--- src/rtl/round_robin_time_slicer_macros.svh ---
// Assertion macros for the round-robin time slicer
`ifndef ROUND_ROBIN_TIME_SLICER_MACROS_SVH
`define ROUND_ROBIN_TIME_SLICER_MACROS_SVH
`ifndef SYNTHESIS
`define RRTS_ASSERT_IMP(lbl, clk, rst_n, ante, cons) \
    lbl: assert property (@(posedge clk) disable iff (!rst_n) (ante) |-> (cons)) \
        else $error("rrts assertion failed");
`define RRTS_ASSERT_NXT(lbl, clk, rst_n, ante, cons) \
    lbl: assert property (@(posedge clk) disable iff (!rst_n) (ante) |=> (cons)) \
        else $error("rrts assertion failed");
`else
`define RRTS_ASSERT_IMP(lbl, clk, rst_n, ante, cons)
`define RRTS_ASSERT_NXT(lbl, clk, rst_n, ante, cons)
`endif
`endif

--- src/rtl/rrts_pkg.sv ---
package rrts_pkg;

    localparam int DEPTH    = 16;
    localparam int PTR_W    = (DEPTH > 1) ? $clog2(DEPTH) : 1;
    localparam int CNT_W    = $clog2(DEPTH + 1);
    localparam int ID_W     = 8;
    localparam int TIME_W   = 16;
    localparam int PEND_W   = 5;
    localparam int STATUS_W = 2;
    localparam int ENT_W    = ID_W + TIME_W;

    localparam logic [TIME_W-1:0] QUANTUM_RST = TIME_W'(3);

    typedef enum logic {
        KIND_ADD = 1'b0,
        KIND_RUN = 1'b1
    } t_kind;

    typedef enum logic [STATUS_W-1:0] {
        STS_ADDED  = 2'd0,
        STS_REJECT = 2'd1,
        STS_RAN    = 2'd2,
        STS_IDLE   = 2'd3
    } t_status;

    typedef struct packed {
        logic load;
        logic exec;
    } t_cmd;

    typedef struct packed {
        logic out_free;
    } t_sts;

    function automatic logic [PTR_W-1:0] next_ptr(input logic [PTR_W-1:0] p);
        next_ptr = (p == PTR_W'(DEPTH - 1)) ? '0 : p + 1'b1;
    endfunction

endpackage

--- src/rtl/rrts_if.sv ---
interface rrts_cmd_if;
    logic                       valid;
    logic                       ready;
    logic                       kind;
    logic [rrts_pkg::ID_W-1:0]   job_id;
    logic [rrts_pkg::TIME_W-1:0] job_time;

    modport source (output valid, kind, job_id, job_time, input ready);
    modport sink   (input valid, kind, job_id, job_time, output ready);
endinterface

interface rrts_res_if;
    logic                         valid;
    logic                         ready;
    logic [rrts_pkg::STATUS_W-1:0] status;
    logic [rrts_pkg::ID_W-1:0]     ran_id;
    logic [rrts_pkg::TIME_W-1:0]   ran_time;
    logic [rrts_pkg::TIME_W-1:0]   left_time;
    logic                         finished;
    logic [rrts_pkg::PEND_W-1:0]   pending;

    modport source (output valid, status, ran_id, ran_time, left_time, finished, pending,
                    input ready);
    modport sink   (input valid, status, ran_id, ran_time, left_time, finished, pending,
                    output ready);
endinterface

interface rrts_cfg_if;
    logic                       valid;
    logic                       ready;
    logic [rrts_pkg::TIME_W-1:0] data;

    modport source (output valid, data, input ready);
    modport sink   (input valid, data, output ready);
endinterface

--- src/rtl/round_robin_time_slicer.sv ---
// Flow: an accepted word and the head entry read from the job RAM are registered at the accepting
// edge; the round then executes in the EXEC state and its result is registered (o_res.valid high).
// A new word is accepted only in the IDLE state, so no new word is taken until the round of the
// last one has executed; the round is held in EXEC while an earlier result word waits.
// Reset: synchronous, active low; clears head, tail, job count and output valid, sets the quantum to 3.
// Job RAM contents are not cleared and need no clearing pass.
module round_robin_time_slicer (
    input  logic       i_clk,
    input  logic       i_rst_n,
    rrts_cmd_if.sink   i_cmd,
    rrts_res_if.source o_res,
    rrts_cfg_if.sink   i_cfg
);

    rrts_pkg::t_cmd cmd;
    rrts_pkg::t_sts sts;
    logic           in_ready;

    assign i_cmd.ready = in_ready;

    rrts_ctrl u_ctrl (
        .i_clk      (i_clk),
        .i_rst_n    (i_rst_n),
        .i_in_valid (i_cmd.valid),
        .o_in_ready (in_ready),
        .i_sts      (sts),
        .o_cmd      (cmd)
    );

    rrts_dp u_dp (
        .i_clk   (i_clk),
        .i_rst_n (i_rst_n),
        .i_cmd   (cmd),
        .o_sts   (sts),
        .i_word  (i_cmd),
        .o_res   (o_res),
        .i_cfg   (i_cfg)
    );

endmodule

--- src/rtl/rrts_ram.sv ---
module rrts_ram #(
    parameter int W = 8,
    parameter int D = 16
) (
    input  logic                           i_clk,
    input  logic                           i_we,
    input  logic [((D > 1) ? $clog2(D) : 1)-1:0] i_waddr,
    input  logic [W-1:0]                   i_wdata,
    input  logic                           i_re,
    input  logic [((D > 1) ? $clog2(D) : 1)-1:0] i_raddr,
    output logic [W-1:0]                   o_rdata
);

    logic [W-1:0] r_mem [D];
    logic [W-1:0] r_rdata;

    always_ff @(posedge i_clk) begin
        if (i_we) begin
            r_mem[i_waddr] <= i_wdata;
        end
        if (i_re) begin
            r_rdata <= r_mem[i_raddr];
        end
    end

    assign o_rdata = r_rdata;

endmodule

--- src/rtl/rrts_ctrl.sv ---
`include "round_robin_time_slicer_macros.svh"

module rrts_ctrl (
    input  logic           i_clk,
    input  logic           i_rst_n,
    input  logic           i_in_valid,
    output logic           o_in_ready,
    input  rrts_pkg::t_sts i_sts,
    output rrts_pkg::t_cmd o_cmd
);

    typedef enum logic [1:0] {
        S_IDLE = 2'b01,
        S_EXEC = 2'b10
    } t_state;

    t_state r_state;
    t_state n_state;

    always_comb begin
        o_in_ready = (r_state == S_IDLE);
        o_cmd.load = i_in_valid && (r_state == S_IDLE);
        o_cmd.exec = (r_state == S_EXEC) && i_sts.out_free;
    end

    always_comb begin
        n_state = r_state;
        case (r_state)
            S_IDLE: begin
                if (i_in_valid) begin
                    n_state = S_EXEC;
                end
            end
            S_EXEC: begin
                if (i_sts.out_free) begin
                    n_state = S_IDLE;
                end
            end
            default: begin
                n_state = S_IDLE;
            end
        endcase
    end

    always_ff @(posedge i_clk) begin
        if (!i_rst_n) begin
            r_state <= S_IDLE;
        end else begin
            r_state <= n_state;
        end
    end

    `RRTS_ASSERT_NXT(a_load_to_exec, i_clk, i_rst_n, o_cmd.load, r_state == S_EXEC)
    `RRTS_ASSERT_NXT(a_exec_waits, i_clk, i_rst_n, (r_state == S_EXEC) && !i_sts.out_free, r_state == S_EXEC)

endmodule

--- src/rtl/rrts_dp.sv ---
`include "round_robin_time_slicer_macros.svh"

module rrts_dp (
    input  logic           i_clk,
    input  logic           i_rst_n,
    input  rrts_pkg::t_cmd i_cmd,
    output rrts_pkg::t_sts o_sts,
    rrts_cmd_if.sink       i_word,
    rrts_res_if.source     o_res,
    rrts_cfg_if.sink       i_cfg
);

    localparam int DEPTH  = rrts_pkg::DEPTH;
    localparam int PTR_W  = rrts_pkg::PTR_W;
    localparam int CNT_W  = rrts_pkg::CNT_W;
    localparam int ID_W   = rrts_pkg::ID_W;
    localparam int TIME_W = rrts_pkg::TIME_W;
    localparam int PEND_W = rrts_pkg::PEND_W;
    localparam int ENT_W  = rrts_pkg::ENT_W;

    rrts_pkg::t_kind    r_kind;
    logic [ID_W-1:0]    r_id;
    logic [TIME_W-1:0]  r_time;
    logic [PTR_W-1:0]   r_head, n_head;
    logic [PTR_W-1:0]   r_tail, n_tail;
    logic [CNT_W-1:0]   r_count, n_count;
    logic [TIME_W-1:0]  r_quantum;
    logic               r_out_valid, n_out_valid;
    rrts_pkg::t_status  r_status, n_status;
    logic [ID_W-1:0]    r_ran_id, n_ran_id;
    logic [TIME_W-1:0]  r_ran_time, n_ran_time;
    logic [TIME_W-1:0]  r_left_time, n_left_time;
    logic               r_finished, n_finished;
    logic [PEND_W-1:0]  r_pending, n_pending;

    logic               we;
    logic [ENT_W-1:0]   wdata;
    logic [ENT_W-1:0]   rdata;
    logic [ID_W-1:0]    rd_id;
    logic [TIME_W-1:0]  rd_rem;
    logic [TIME_W-1:0]  q_eff;
    logic [TIME_W-1:0]  slice;
    logic [TIME_W-1:0]  left;
    logic               full;
    logic               empty;

    rrts_ram #(
        .W (ENT_W),
        .D (DEPTH)
    ) u_ram (
        .i_clk   (i_clk),
        .i_we    (we),
        .i_waddr (r_tail),
        .i_wdata (wdata),
        .i_re    (i_cmd.load),
        .i_raddr (r_head),
        .o_rdata (rdata)
    );

    assign rd_id  = rdata[ENT_W-1:TIME_W];
    assign rd_rem = rdata[TIME_W-1:0];
    assign q_eff  = (r_quantum == '0) ? TIME_W'(1) : r_quantum;
    assign slice  = (rd_rem < q_eff) ? rd_rem : q_eff;
    assign left   = rd_rem - slice;
    assign full   = (r_count == CNT_W'(DEPTH));
    assign empty  = (r_count == '0);

    assign o_sts.out_free = !r_out_valid || o_res.ready;
    assign i_cfg.ready    = 1'b1;

    always_comb begin
        n_head      = r_head;
        n_tail      = r_tail;
        n_count     = r_count;
        n_out_valid = r_out_valid;
        n_status    = r_status;
        n_ran_id    = r_ran_id;
        n_ran_time  = r_ran_time;
        n_left_time = r_left_time;
        n_finished  = r_finished;
        n_pending   = r_pending;
        we          = 1'b0;
        wdata       = {r_id, r_time};
        if (i_cmd.exec) begin
            n_out_valid = 1'b1;
            n_ran_id    = '0;
            n_ran_time  = '0;
            n_left_time = '0;
            n_finished  = 1'b0;
            case (r_kind)
                rrts_pkg::KIND_ADD: begin
                    if (full) begin
                        n_status = rrts_pkg::STS_REJECT;
                    end else begin
                        we       = 1'b1;
                        n_tail   = rrts_pkg::next_ptr(r_tail);
                        n_count  = r_count + 1'b1;
                        n_status = rrts_pkg::STS_ADDED;
                    end
                end
                rrts_pkg::KIND_RUN: begin
                    if (empty) begin
                        n_status = rrts_pkg::STS_IDLE;
                    end else begin
                        n_status    = rrts_pkg::STS_RAN;
                        n_head      = rrts_pkg::next_ptr(r_head);
                        n_ran_id    = rd_id;
                        n_ran_time  = slice;
                        n_left_time = left;
                        if (left != '0) begin
                            // requeue at tail; the popped head slot frees room
                            we     = 1'b1;
                            wdata  = {rd_id, left};
                            n_tail = rrts_pkg::next_ptr(r_tail);
                        end else begin
                            n_count    = r_count - 1'b1;
                            n_finished = 1'b1;
                        end
                    end
                end
                default: begin
                    n_status = rrts_pkg::STS_IDLE;
                end
            endcase
            n_pending = PEND_W'(n_count);
        end else if (o_res.ready) begin
            n_out_valid = 1'b0;
        end
    end

    always_ff @(posedge i_clk) begin
        if (!i_rst_n) begin
            r_head      <= '0;
            r_tail      <= '0;
            r_count     <= '0;
            r_quantum   <= rrts_pkg::QUANTUM_RST;
            r_out_valid <= 1'b0;
        end else begin
            r_head      <= n_head;
            r_tail      <= n_tail;
            r_count     <= n_count;
            r_out_valid <= n_out_valid;
            if (i_cfg.valid) begin
                r_quantum <= i_cfg.data;
            end
        end
    end

    always_ff @(posedge i_clk) begin
        if (i_cmd.load) begin
            r_kind <= rrts_pkg::t_kind'(i_word.kind);
            r_id   <= i_word.job_id;
            r_time <= i_word.job_time;
        end
        r_status    <= n_status;
        r_ran_id    <= n_ran_id;
        r_ran_time  <= n_ran_time;
        r_left_time <= n_left_time;
        r_finished  <= n_finished;
        r_pending   <= n_pending;
    end

    assign o_res.valid     = r_out_valid;
    assign o_res.status    = r_status;
    assign o_res.ran_id    = r_ran_id;
    assign o_res.ran_time  = r_ran_time;
    assign o_res.left_time = r_left_time;
    assign o_res.finished  = r_finished;
    assign o_res.pending   = r_pending;

    `RRTS_ASSERT_IMP(a_count_bound, i_clk, i_rst_n, 1'b1, r_count <= CNT_W'(DEPTH))
    `RRTS_ASSERT_IMP(a_empty_ptrs, i_clk, i_rst_n, empty, r_head == r_tail)
    `RRTS_ASSERT_NXT(a_retire_dec, i_clk, i_rst_n, i_cmd.exec && (r_kind == rrts_pkg::KIND_RUN) && !empty && (left == '0), r_count == ($past(r_count) - 1'b1))
    `RRTS_ASSERT_NXT(a_exec_result, i_clk, i_rst_n, i_cmd.exec, r_out_valid)

endmodule
--- src/flat_wrapper.sv ---
// flat-port wrapper written by rule: the top's interface ports become plain ports
module round_robin_time_slicer_flat 
  (i_clk, i_rst_n, i_cmd_valid, i_cmd_kind, i_cmd_job_id, i_cmd_job_time, i_cmd_ready, o_res_valid, o_res_status, o_res_ran_id, o_res_ran_time, o_res_left_time, o_res_finished, o_res_pending, o_res_ready, i_cfg_valid, i_cfg_data, i_cfg_ready);
  rrts_cmd_if i_cmd_i ();
  rrts_res_if o_res_i ();
  rrts_cfg_if i_cfg_i ();
  input  logic i_clk;
  input  logic i_rst_n;
  input wire logic [$bits(i_cmd_i.valid)-1:0] i_cmd_valid;
  input wire logic [$bits(i_cmd_i.kind)-1:0] i_cmd_kind;
  input wire logic [$bits(i_cmd_i.job_id)-1:0] i_cmd_job_id;
  input wire logic [$bits(i_cmd_i.job_time)-1:0] i_cmd_job_time;
  output wire logic [$bits(i_cmd_i.ready)-1:0] i_cmd_ready;
  output wire logic [$bits(o_res_i.valid)-1:0] o_res_valid;
  output wire logic [$bits(o_res_i.status)-1:0] o_res_status;
  output wire logic [$bits(o_res_i.ran_id)-1:0] o_res_ran_id;
  output wire logic [$bits(o_res_i.ran_time)-1:0] o_res_ran_time;
  output wire logic [$bits(o_res_i.left_time)-1:0] o_res_left_time;
  output wire logic [$bits(o_res_i.finished)-1:0] o_res_finished;
  output wire logic [$bits(o_res_i.pending)-1:0] o_res_pending;
  input wire logic [$bits(o_res_i.ready)-1:0] o_res_ready;
  input wire logic [$bits(i_cfg_i.valid)-1:0] i_cfg_valid;
  input wire logic [$bits(i_cfg_i.data)-1:0] i_cfg_data;
  output wire logic [$bits(i_cfg_i.ready)-1:0] i_cfg_ready;
  assign i_cmd_i.valid = i_cmd_valid;
  assign i_cmd_i.kind = i_cmd_kind;
  assign i_cmd_i.job_id = i_cmd_job_id;
  assign i_cmd_i.job_time = i_cmd_job_time;
  assign i_cmd_ready = i_cmd_i.ready;
  assign o_res_valid = o_res_i.valid;
  assign o_res_status = o_res_i.status;
  assign o_res_ran_id = o_res_i.ran_id;
  assign o_res_ran_time = o_res_i.ran_time;
  assign o_res_left_time = o_res_i.left_time;
  assign o_res_finished = o_res_i.finished;
  assign o_res_pending = o_res_i.pending;
  assign o_res_i.ready = o_res_ready;
  assign i_cfg_i.valid = i_cfg_valid;
  assign i_cfg_i.data = i_cfg_data;
  assign i_cfg_ready = i_cfg_i.ready;
  round_robin_time_slicer u_core (.i_clk(i_clk), .i_rst_n(i_rst_n), .i_cmd(i_cmd_i), .o_res(o_res_i), .i_cfg(i_cfg_i));
endmodule
--- config.mk ---
export PLATFORM = sky130hd
export DESIGN_NAME = round_robin_time_slicer_flat
export DESIGN_NICKNAME = d
export VERILOG_FILES = /design/src/rtl/rrts_pkg.sv /design/src/rtl/rrts_if.sv /design/src/rtl/round_robin_time_slicer.sv /design/src/rtl/rrts_ram.sv /design/src/rtl/rrts_ctrl.sv /design/src/rtl/rrts_dp.sv /design/src/flat_wrapper.sv
export VERILOG_INCLUDE_DIRS = /design/src /design/src/rtl
export SDC_FILE = /design/constraint.sdc
export NUM_CORES = 1
export LEC_CHECK = 0
export BUFFER_PORTS_ARGS = -buffer_cell sky130_fd_sc_hd__buf_2
export CORE_ASPECT_RATIO = 0.8
export CORE_MARGIN = 1.5
export CORE_UTILIZATION = 55
export DETAILED_ROUTE_END_ITERATION = 8
export PLACE_DENSITY_LB_ADDON = 0.05
export SYNTH_ARGS = -nofsm -noshare
export SYNTH_HDL_FRONTEND = slang
export SYNTH_SLANG_ARGS = --single-unit
export TNS_END_PERCENT = 5
--- constraint.sdc ---
create_clock -name i_clk -period 7.05 [get_ports i_clk]
set_clock_uncertainty 0.15 [all_clocks]
set_input_delay 1.0575 -clock i_clk [delete_from_list [all_inputs] [get_ports i_clk]]
set_output_delay 1.0575 -clock i_clk [all_outputs]
set_load 0.02 [all_outputs]
==> impl_metrics.py <==
metrics = {
    "run_status": {
        "status": "finished, final reports clean",
    },
    "routing": {
        "wire_per_inst_um": 27.5,
        "wl_mm": 51.9,
        "via_per_inst": 6.28,
        "drc": 0,
        "num_vias": 11900,
        "first_iter_violations": 1279,
        "ant_nets": 0,
        "drt_first_pass_iters": 5,
    },
    "critical_path": {
        "crit_end": "u_core.u_dp.u_ram.r_mem[7][8]$_DFFE_PP_",
        "reg2reg_depth": 21,
        "max_stage_delay_ps": 570,
        "critical_path_depth": 21,
        "crit_path_end_kind": "register",
        "cp_cell_sequence": "inv_1 > ha_1 > nand2_1 > o21ai_1 > o21ai_2 > o21a_2 > buf_4 > a21oi_1 > ha_1 > and3_1 > a21boi_0 > nor3_1 > a21oi_1 > or4_1 > nand2_1 > nand4_1 > or2_1 > or4_1 > nand3_2 > nor2b_2 > buf_4",
        "worstPathRequired_ps": 7200,
        "cpMaxStageDelayCell": "or4_1",
        "critPathMaxFanout": 20,
        "crit_path_start_kind": "register",
        "setup.worst_path.class": "reg2reg",
        "crit_buf_inv": 3,
        "r2r-end": "u_core.u_dp.u_ram.r_mem[7][8]$_DFFE_PP_",
        "cp.arrival_ps": 6650,
        "reg2reg_slack_ps": 540,
        "reg2reg_from": "u_core.u_dp.r_quantum[6]$_SDFFE_PN0P_",
        "cp-startpoint": "u_core.u_dp.r_quantum[6]$_SDFFE_PN0P_",
        "cpLargestDelayFamily": "simple AND/OR/NAND/NOR gates",
    },
    "place": {
        "dp_cells": 1791,
        "place_congestion": 0.905,
        "io_buffers": 95,
        "dp_hpwl_mm": 31.6,
        "place_ws_ps": 159,
    },
    "floorplanning": {
        "core_sq_um": 38400,
        "rows": 64,
        "io_pins": 97,
        "die_w_um": 224,
        "fp.dieH_um": 180,
        "die_area_sq_um": 40300,
        "start_util": 0.561,
    },
    "global_route": {
        "grt_pass1_vias": 11500,
        "overflow": 0,
        "grt_max_degree": 55,
        "grt_pass1_wl_mm": 76.0,
        "grt_usage": 0.259,
        "antenna_found_initial": 0,
    },
    "finish": {
        "layout.cells.non_filler": 1889,
        "regArea_sq_um": 15100,
        "area_growth_pct": 13.6,
        "multi_input_area_sq_um": 6100,
        "fin_nets": 1433,
        "drive_above_1_share": 0.278,
        "fillers": 2675,
    },
    "synth": {
        "synthFlopType": "edfxtp_1",
        "synth_area_leaders": "edfxtp_1, mux4_2, dfxtp_1",
        "netlist_instances": 1209,
        "synth-async-reset-ratio": 0,
        "ys_seq_elements": 513,
        "syn_area_sq_um": 21500,
        "ys.warnings.count": 0,
        "synth_edf_count": 481,
        "seq_area_frac_synth": 0.701,
        "avgSynthCellArea_sq_um": 17.8,
        "yosysTopAreaCell": "edfxtp_1",
        "synth_cell_types": 81,
        "synth_top_area_frac": 0.671,
        "synth_nets": 1288,
    },
    "timing": {
        "hold_ws_ps": 386,
        "fmax_mhz": 154,
        "finalHoldViolCount": 0,
        "rsz0062_at_grt": "false",
        "worstMarginPinSlew_ps": 1080,
        "worst_slew_margin_rel": 0.276,
        "slew_viol_final": 0,
        "finalCriticalPeriod_ps": 6510,
        "fin_crit_sh": 0.923,
        "tns_ps": 0,
        "finalSetupViolCount": 0,
        "setup_slack_ps": 542,
    },
    "power_and_ir_drop": {
        "power_w": 0.00631,
        "cellPowerDensity_nw_per_um2": 258,
        "vdd_drop_max_uv": 213,
        "leakagePower_nw": 8.21,
    },
    "clock_network": {
        "root_buffer": "clkbuf_16",
        "h-tree-depth": 2,
        "cts_sinks": 513,
        "clock_latency_ps": 590,
        "clk_pin_slew_ps": 60,
        "cts_buffers": 49,
        "cts_tree": "yes",
        "clock_path_buffers": 3,
    },
    "hold_path": {
        "hp-start": "u_core.u_dp.o_res.valid$_SDFFE_PN0P_",
        "hold_path_class": "reg2reg",
    },
    "flow_run": {
        "maxCapViolations": 0,
    },
}
[synthesized netlist by cell type, drive strengths merged, types with 8 or more instances]
library cell and number:
edfxtp 481, mux4 120, nor2 69, nand2 54, a21oi 46, clkbuf 39, inv 33, dfxtp 32
ha 32, and3 27, o21ai 26, mux2i 21, buf 20, mux2 17, and2 15, nor2b 13
nand2b 12, nand3 12, nor3 12, o31ai 11, a31oi 10, a21o 8, nor4 8, xor2 8
[sequential cells by signal (all words and copies together) (netlist names)]
| signal | cells |
|---|---|
| u_core.u_dp.u_ram.r_mem | 384 |
| u_core.u_dp.u_ram.o_rdata | 24 |
| u_core.u_dp.o_res.left_time | 16 |
| u_core.u_dp.o_res.ran_time | 16 |
| u_core.u_dp.r_quantum | 16 |
| u_core.u_dp.r_time | 16 |
| u_core.u_dp.o_res.ran_id | 8 |
| u_core.u_dp.r_id | 8 |
| u_core.u_dp.o_res.pending | 5 |
| u_core.u_dp.r_count | 5 |
| u_core.u_dp.r_head | 4 |
| u_core.u_dp.r_tail | 4 |
| u_core.u_ctrl.r_state | 2 |
| u_core.u_dp.o_res.status | 2 |
| u_core.u_dp.o_res.finished | 1 |
| u_core.u_dp.o_res.valid | 1 |
| u_core.u_dp.r_kind | 1 |
[kinds of logic (layout without fill, tap and decap cells)]
family / after synthesis / after routing / synth area share
mux: 158 / 158 / 0.146
fa+ha+maj: 35 / 35 / 0.0205
buf+inv: 92 / 275 / 0.0174
compound gates: 147 / 147 / 0.0479
other cells: 1 / 2 / 0.000174
flops: 513 / 513 / 0.701
xor+xnor: 12 / 12 / 0.00489
simple gates: 251 / 252 / 0.0619
[how the worst min path moves through the flow]
stage / endpoint / slack (ps) / cells past startpoint
after floorplan: u_core.u_dp.o_res.status[1]$_DFFE_PP_ / 310 / 0
after global placement: u_core.u_dp.r_tail[1]$_SDFFE_PN0P_ / 350 / 2
after detailed placement: u_core.u_dp.o_res.valid$_SDFFE_PN0P_ / 370 / 2
after CTS: u_core.u_dp.r_tail[1]$_SDFFE_PN0P_ / 380 / 2
after global routing: u_core.u_dp.o_res.valid$_SDFFE_PN0P_ / 410 / 2
final: u_core.u_dp.o_res.valid$_SDFFE_PN0P_ / 390 / 2
[tightest hold or removal path, cell delays in order (launching register included)]
cell and delay [ps]:
dfxtp_1 300, nand2b_1 100, a21oi_1 80
[repair_timing]
item	4_1_cts	5_1_grt
setup endpoints to repair	0	695
hold endpoints to repair	0	0
resized for setup	0	5
hold buffers	0	0
buffers inserted	0	6
[metal layers]
layer  track usage  vias to the layer above  part of all wire
li1              -                     5154                 -
met1         0.401                     6150              0.45
met2         0.386                      491              0.45
met3        0.0517                       70             0.078
met4        0.0581                        0             0.019
met5             0                        -                 0
[report_power, final]
group | switching, W | internal, W
clock | 0.00110 | 0.00138
sequential | 0.0000287 | 0.00337
combinational | 0.000282 | 0.000152
[cell usage in the layout, fill, tap and decap left out, types with 4 or more instances in the layout]
master     synthesis  routed
a21oi_1           46      46
nor4_1             6       6
a21o_1             8       8
buf_4              5      50
xor2_1             8       8
xnor2_1            4       4
nor3_1            11      10
nor2_1            67      67
clkinv_2           0       8
inv_1             33      32
a211oi_1           5       5
nand2_1           54      54
nand2b_1          12      12
and2_1            15      14
mux2i_1           21      20
buf_12             0       7
clkbuf_16          0      49
mux2_2             8       8
o211ai_1           7       7
nor2b_1           13      11
o21ai_0           22      21
a31oi_1           10      10
and3_1            27      27
nand3_1           12      11
o31ai_1           11      11
mux4_2           120     120
ha_1              32      32
buf_2              3      95
dfxtp_1           32      29
nand4_1            5       5
mux2_4             9       9
edfxtp_1         481     481
and4_1             4       4
clkbuf_1          39      17
clkinv_1           0      10
[final cells by class]
class,count,area share
clock buffer,68,0.0539
multi-input combinational,605,0.250
tap,495,0.0254
sequential,513,0.618
clock inverter,22,0.00753
antenna,1,0.000102
timing repair buffer,152,0.0406
inverter,33,0.00507
[per-stage QoR]
stage               utilization  area [sq um]
floorplan                     -         21500
global placement          0.596         22900
detailed placement        0.596         22900
CTS                       0.635         24400
global route              0.637         24400
finish                    0.637         24400
No activity file was read; power rests on OpenSTA's default activity.
